`src/sv/psl_pkg.sv`:
```
// Shared types and codes for the positional sorted list table.
package psl_pkg;

	// Operation codes of a request
	typedef enum logic [1:0] {
		OP_INSERT = 2'd0,
		OP_DELETE = 2'd1,
		OP_LOCATE = 2'd2,
		OP_SORTED = 2'd3
	} op_t;

	// Result status codes
	typedef enum logic [1:0] {
		ST_OK       = 2'd0,
		ST_BADPOS   = 2'd1,
		ST_FULL     = 2'd2,
		ST_NOTFOUND = 2'd3
	} status_t;

	// Command broadcast to every cell of the chain
	typedef enum logic [1:0] {
		CMD_HOLD    = 2'd0,
		CMD_INSERT  = 2'd1,
		CMD_DELETE  = 2'd2,
		CMD_COMPARE = 2'd3
	} cmd_t;

	typedef struct packed {
		cmd_t               cmd;
		logic signed [31:0] data;
	} cell_cmd_t;

endpackage

```
`src/sv/positional_sorted_list_table.sv`:
```
// Top level of the positional sorted list table: controller and cell chain.
// Insert or delete at position, and any rejected request, finish straight from the idle state;
// locate scans up over the registered match flags, one cell per cycle, to a match or the count;
// sorted insert scans down from the count to its landing place, after any equal entries.
// Throughput: the next request is taken in the cycle of the previous result, so positional
// requests run back to back; results cannot be stalled. Reset clears count and controller.
module positional_sorted_list_table import psl_pkg::*; #(
	parameter int CAPACITY = 16
) (
	input  logic               clk,
	input  logic               arst_n,
	input  logic               start,
	output logic               busy,
	input  logic [1:0]         op,
	input  logic signed [31:0] data,
	input  logic [4:0]         position,
	output logic               done,
	output logic [1:0]         status,
	output logic [3:0]         index,
	output logic [4:0]         count
);

	localparam int CW = $clog2(CAPACITY + 1);
	localparam int IW = $clog2(CAPACITY);
	localparam int PW = (CW > 5) ? CW : 5;
	localparam logic [CW-1:0] Cap = CW'(CAPACITY);

	typedef enum logic [1:0] {
		S_IDLE,
		S_SCAN_UP,
		S_SCAN_DN
	} state_t;

	state_t             state_q;
	logic [CW-1:0]      fill_q;
	logic [CW-1:0]      ptr_q;
	logic signed [31:0] data_q;
	logic               done_q;
	status_t            status_q;
	logic [3:0]         index_q;

	cell_cmd_t          cmd;
	logic [CW-1:0]      cmd_pos;
	logic signed [31:0] entry_w [CAPACITY];
	logic [CAPACITY-1:0] eq_w;
	logic [CAPACITY-1:0] gt_w;

	logic [PW-1:0] pos_w;
	logic [PW-1:0] fill_w;
	logic          accept;
	logic          full;
	logic [CW-1:0] ptr_m1;
	logic          land;

	assign accept = start && (state_q == S_IDLE);
	assign pos_w  = PW'(position);
	assign fill_w = PW'(fill_q);
	assign full   = (fill_q >= Cap);
	assign ptr_m1 = ptr_q - CW'(1);
	// Sorted insert lands where the entry below is not greater, or at the bottom
	assign land   = (ptr_q == '0) || !gt_w[ptr_m1[IW-1:0]];

	// Command to the chain
	always_comb begin
		cmd.cmd  = CMD_HOLD;
		cmd.data = data;
		cmd_pos  = CW'(position);
		if (accept) begin
			case (op_t'(op))
				OP_INSERT: if (!(pos_w > fill_w) && !full) cmd.cmd = CMD_INSERT;
				OP_DELETE: if (pos_w < fill_w) cmd.cmd = CMD_DELETE;
				OP_LOCATE: cmd.cmd = CMD_COMPARE;
				OP_SORTED: if (!full) cmd.cmd = CMD_COMPARE;
				default: cmd.cmd = CMD_HOLD;
			endcase
		end else if (state_q == S_SCAN_DN && land) begin
			cmd.cmd  = CMD_INSERT;
			cmd.data = data_q;
			cmd_pos  = ptr_q;
		end
	end

	// Cell chain
	for (genvar g = 0; g < CAPACITY; g++) begin : g_cell
		logic signed [31:0] left_w;
		logic signed [31:0] right_w;
		if (g == 0) begin : g_first
			assign left_w = entry_w[g];
		end else begin : g_mid
			assign left_w = entry_w[g-1];
		end
		if (g == CAPACITY - 1) begin : g_last
			assign right_w = entry_w[g];
		end else begin : g_up
			assign right_w = entry_w[g+1];
		end
		psl_cell #(.CW(CW), .IDX(g)) u_cell (
			.clk      (clk),
			.cmd      (cmd),
			.position (cmd_pos),
			.left     (left_w),
			.right    (right_w),
			.entry    (entry_w[g]),
			.eq       (eq_w[g]),
			.gt       (gt_w[g])
		);
	end

	// Controller: state, count, scan pointer and registered result
	always_ff @(posedge clk or negedge arst_n) begin
		if (!arst_n) begin
			state_q  <= S_IDLE;
			fill_q   <= '0;
			ptr_q    <= '0;
			data_q   <= '0;
			done_q   <= 1'b0;
			status_q <= ST_OK;
			index_q  <= '0;
		end else begin
			done_q <= 1'b0;
			case (state_q)
				S_IDLE: begin
					if (start) begin
						data_q   <= data;
						index_q  <= '0;
						status_q <= ST_OK;
						case (op_t'(op))
							OP_INSERT: begin
								done_q <= 1'b1;
								if (pos_w > fill_w) begin
									status_q <= ST_BADPOS;
								end else if (full) begin
									status_q <= ST_FULL;
								end else begin
									fill_q <= fill_q + CW'(1);
								end
							end
							OP_DELETE: begin
								done_q <= 1'b1;
								if (pos_w < fill_w) begin
									fill_q <= fill_q - CW'(1);
								end else begin
									status_q <= ST_BADPOS;
								end
							end
							OP_LOCATE: begin
								ptr_q   <= '0;
								state_q <= S_SCAN_UP;
							end
							default: begin
								if (full) begin
									done_q   <= 1'b1;
									status_q <= ST_FULL;
								end else begin
									ptr_q   <= fill_q;
									state_q <= S_SCAN_DN;
								end
							end
						endcase
					end
				end
				S_SCAN_UP: begin
					if (ptr_q >= fill_q) begin
						done_q   <= 1'b1;
						status_q <= ST_NOTFOUND;
						state_q  <= S_IDLE;
					end else if (eq_w[ptr_q[IW-1:0]]) begin
						done_q   <= 1'b1;
						index_q  <= 4'(ptr_q);
						state_q  <= S_IDLE;
					end else begin
						ptr_q <= ptr_q + CW'(1);
					end
				end
				S_SCAN_DN: begin
					if (land) begin
						done_q  <= 1'b1;
						fill_q  <= fill_q + CW'(1);
						state_q <= S_IDLE;
					end else begin
						ptr_q <= ptr_m1;
					end
				end
				default: state_q <= S_IDLE;
			endcase
		end
	end

	assign busy   = (state_q != S_IDLE);
	assign done   = done_q;
	assign status = status_q;
	assign index  = index_q;
	assign count  = 5'(fill_q);

	// A result always leaves the controller ready for the next request
	a_done_idle: assert property (@(posedge clk) disable iff (!arst_n)
		done |-> !busy) else $error("result while controller busy");

	// Count never passes capacity
	a_fill_cap: assert property (@(posedge clk) disable iff (!arst_n)
		fill_q <= Cap) else $error("element count above capacity");

	// Positional requests give their result in the next cycle
	a_pos_one: assert property (@(posedge clk) disable iff (!arst_n)
		(accept && (op == OP_INSERT || op == OP_DELETE)) |=> done)
		else $error("positional request not finished in one cycle");

	// Count changes only together with a result
	a_fill_done: assert property (@(posedge clk) disable iff (!arst_n)
		(fill_q != $past(fill_q)) |-> done) else $error("count changed without result");

endmodule

```
`src/sv/psl_cell.sv`:
```
// One storage cell of the list chain: holds one entry and its compare flags.
module psl_cell import psl_pkg::*; #(
	parameter int CW  = 5,
	parameter int IDX = 0
) (
	input  logic               clk,
	input  cell_cmd_t          cmd,
	input  logic [CW-1:0]      position,
	input  logic signed [31:0] left,
	input  logic signed [31:0] right,
	output logic signed [31:0] entry,
	output logic               eq,
	output logic               gt
);

	localparam logic [CW-1:0] MyIdx = CW'(IDX);

	logic signed [31:0] entry_q;
	logic               eq_q;
	logic               gt_q;

	// Entry moves with its neighbours on insert and delete
	always_ff @(posedge clk) begin
		case (cmd.cmd)
			CMD_INSERT: begin
				if (MyIdx > position) begin
					entry_q <= left;
				end else if (MyIdx == position) begin
					entry_q <= cmd.data;
				end
			end
			CMD_DELETE: begin
				if (MyIdx >= position) begin
					entry_q <= right;
				end
			end
			default: begin
			end
		endcase
	end

	// Compare flags, captured against the broadcast word
	always_ff @(posedge clk) begin
		if (cmd.cmd == CMD_COMPARE) begin
			eq_q <= (entry_q == cmd.data);
			gt_q <= (entry_q > cmd.data);
		end
	end

	assign entry = entry_q;
	assign eq    = eq_q;
	assign gt    = gt_q;

endmodule

```
`config.mk`:
```
export PLATFORM = sky130hd
export DESIGN_NAME = positional_sorted_list_table
export DESIGN_NICKNAME = d
export VERILOG_FILES = /design/src/sv/psl_pkg.sv /design/src/sv/positional_sorted_list_table.sv /design/src/sv/psl_cell.sv
export SDC_FILE = /design/constraint.sdc
export NUM_CORES = 2
export LEC_CHECK = 0
export BUFFER_PORTS_ARGS = -buffer_cell sky130_fd_sc_hd__buf_2
export CORE_MARGIN = 4
export CORE_UTILIZATION = 60
export DETAILED_ROUTE_END_ITERATION = 8
export PLACE_DENSITY = 0.73
export SKIP_LAST_GASP = 1
export SLEW_MARGIN = 20
export SYNTH_ARGS = -nofsm -noshare
export SYNTH_HDL_FRONTEND = slang
export SYNTH_SLANG_ARGS = --single-unit
```
`constraint.sdc`:
```
create_clock -name clk -period 7.12 [get_ports clk]
set_input_delay 0.356 -clock clk [delete_from_list [all_inputs] [get_ports clk]]
set_output_delay 0.356 -clock clk [all_outputs]
set_load 0.02 [all_outputs]
```
==> results.py <==
metrics = {
    "run_status": {
        "status": "complete, no violations",
    },
    "critical_path": {
        "worstPathCellList": "inv_1 -> ha_1 -> mux4_1 -> o21ai_0 -> a211oi_2 -> or3_4 -> nand2_1 -> nand2_1 -> inv_1 -> ha_1 -> a21o_1 -> a2111oi_0 -> o211ai_1 -> o21ai_0 -> mux2i_1 -> nor2_1",
        "slowest_stage": "a2111oi_0",
        "startpoint_type": "flip-flop",
        "timing.rr.start": "ptr_q[1]",
        "worstPathRequired_ns": 7.49,
        "worst_path_largest_cell_delay_ns": 1.05,
        "path_max_fanout": 35,
        "cp-startpoint": "ptr_q[1]",
        "path_class": "reg2reg",
        "crit_path_end_kind": "flip-flop",
        "arrival_ns": 6.63,
    },
    "routing": {
        "drc": 0,
        "wl_microns": 134600,
        "drtAntennaViolNets": 0,
        "routedWlPerCell_microns": 24.80,
        "drtIter0Drc": 5395,
        "dr.pass1.iters": 6,
        "avgViaCountPerCell": 6.493,
        "routed-via-count": 35220,
    },
    "clocking": {
        "clkSinkCount": 595,
        "post_cts_resized": 0,
        "ctsLongestPathBuffers": 3,
        "root_buffer": "clkbuf_16",
        "htreeDepth": 3,
        "post_cts_buffers": 0,
        "path_clk_slew_ns": 0.06,
        "cts_hold_buffers": 17,
        "cts_tree": "yes",
        "clock_latency_ns": 0.62,
        "cts_buffers": 71,
    },
    "floorplanning": {
        "ios": 55,
        "die_area_sq_um": 73550,
        "initial_utilization_pct": 60.60,
        "die_h_microns": 271.2,
        "rows": 96,
        "core_sq_um": 68590,
        "die_w_microns": 271.2,
    },
    "timing": {
        "rsz0062_at_grt": "no",
        "min_period_ns": 6.258,
        "finalSetupViolCount": 0,
        "maxSlewHeadroom_pct": 16.26,
        "max_freq_ghz": 0.1598,
        "skew_ns": 0.02407,
        "tightest_slew_ns": 1.224,
        "finalSetupTns_ns": 0,
        "final_max_slew_viol_count": 0,
        "period_share_pct": 87.90,
        "finalHoldViolations": 0,
    },
    "logic_synthesis": {
        "synth_largest_area_cell": "edfxtp_1",
        "netlist_area_sq_um": 41560,
        "netlist.area_leader.share_pct": 39.30,
        "syn_inst": 4460,
        "ys_types": 81,
        "ys_seq_area_share_pct": 42.37,
        "ys_ff_latch": 595,
        "synthTopCellsByCount": "nand2_1, o21ai_0, edfxtp_1, ha_1, a21oi_1",
        "synth_edf_count": 544,
        "postSynthAreaPerCell_sq_um": 9.319,
        "synthFlopType": "edfxtp_1",
        "syn_nets": 5020,
        "synth.most_common_cell": "nand2_1",
        "synthArstFlopShare_pct": 8.571,
        "yosys_warnings": 0,
        "synth.area.top_cells": "edfxtp_1, ha_1, nand2_1",
    },
    "worst_hold_path": {
        "hold_path.class": "in2reg",
        "hp-start": "data[14]",
    },
    "placed_design": {
        "place_congestion": 0.9653,
        "hpwl_microns": 96370,
        "portBuffers": 54,
    },
    "final_layout": {
        "drive_gt1_share_pct": 8.945,
        "nets": 4998,
        "final_util_pct": 66.26,
        "n_antenna_cell": 0,
        "syn_to_final_growth_pct": 9.329,
    },
    "global_routing": {
        "track_usage_pct": 35.84,
        "grt_first_pass_wirelength_microns": 202400,
        "antenna_found_initial": 3,
        "grt_pass1_vias": 32670,
        "grt-ovfl-total": 0,
        "grt_start_max_net_pins": 257,
    },
    "flow_run": {
        "drv_cap": 0,
    },
}
[logic make-up (layout without fill, tap and decap cells)]
family,count (synthesis),count (layout),share of synthesized area [%]
mux,161,161,4.509
xor+xnor,27,27,0.5689
buf+inv,346,380,3.697
simple gates,1453,1453,14.80
compound gates,1358,1358,18.41
fa+ha+maj,520,520,15.64
flops,595,595,42.37
[path summary, 6_finish.rpt]
kind / endpoint / slack (ns) / depth (start not counted)
worst max-delay path: g_cell[12].u_cell.gt / 0.86 / 16
worst min-delay path: data_q[14] / 0.02 / 2
worst max register to register: g_cell[12].u_cell.gt / 0.86 / 16
worst min register to register: data_q[0] / 0.50 / 1
max in group asynchronous: count[0] / 6.20 / 3
min in group asynchronous: data_q[15] / 0.42 / 3
[critical path: cells and delay by family (launching register included)]
family                     cells  cell delay (ns)
adders and majority gates      2             0.86
DFF                            1             0.70
and+or+nand+nor                4             1.01
AOI/OAI and AO/OA              6             1.97
buffers and inverters          2             0.88
muxes                          2             0.56
[flip-flops by register name, indices dropped and copies added (netlist names)]
signal               count
ptr_q                    5
status                   2
g_cell.u_cell.gt        16
done                     1
data_q                  32
state_q                  2
index                    4
g_cell.u_cell.eq        16
count                    5
g_cell.u_cell.entry    512
[layer usage]
metal / vias to the layer above / global-route usage (%) / part of all wire, %
li1: 16280 / - / -
met5: - / 0 / 0.020
met4: 4 / 15.01 / 4.7
met1: 16440 / 52.70 / 41
met3: 305 / 7.769 / 12
met2: 2202 / 51.49 / 42
[cells in the final DEF, fill, tap and decap left out, drive strengths merged, types with 16 or more instances in the layout]
cell type,Yosys,final
nand2,874,874
o21ai,751,751
edfxtp,544,544
ha,518,518
a21oi,346,346
nor2,292,292
buf,112,146
a21o,130,130
inv,88,90
clkbuf,146,89
mux2i,80,80
mux2,72,72
nand4,70,70
dfrtp,51,51
nand3,44,44
nor3,43,43
nor2b,39,39
clkinv,0,26
xnor2,25,25
o211ai,22,22
dlygate4sd3,0,17
nand2b,16,16
nor4,16,16
[area by class of cell]
cell class                      count  area, sq um
Clock buffer                       89         1981
Clock inverter                     40        481.7
Fill cell                        5473        23140
Inverter                           88        330.3
Multi-Input combinational cell   3519        22630
Sequential cell                   595        17610
Tap cell                          931         1165
Timing Repair Buffer              163         1241
[metrics by stage]
| stage | worst slack (ns) | instance area [sq um] | hold slack [ns] | std cells |
|---|---|---|---|---|
| final | 0.8618 | 45440 | 0.02488 | 5425 |
| after global routing | 0.7042 | 45440 | 0.02424 | 5425 |
| after CTS | 1.139 | 45370 | 0.002077 | 5423 |
| after detailed placement | 1.160 | 42740 | 0.4939 | 5277 |
| after global placement | 1.327 | 42720 | 0.4866 | 5276 |
| after floorplan | 1.008 | 41560 | 0.06041 | 4460 |
Power is left out: the tool's default activity adds up to more than one toggle a clock period on the data nets, which glitch-free logic cannot reach.
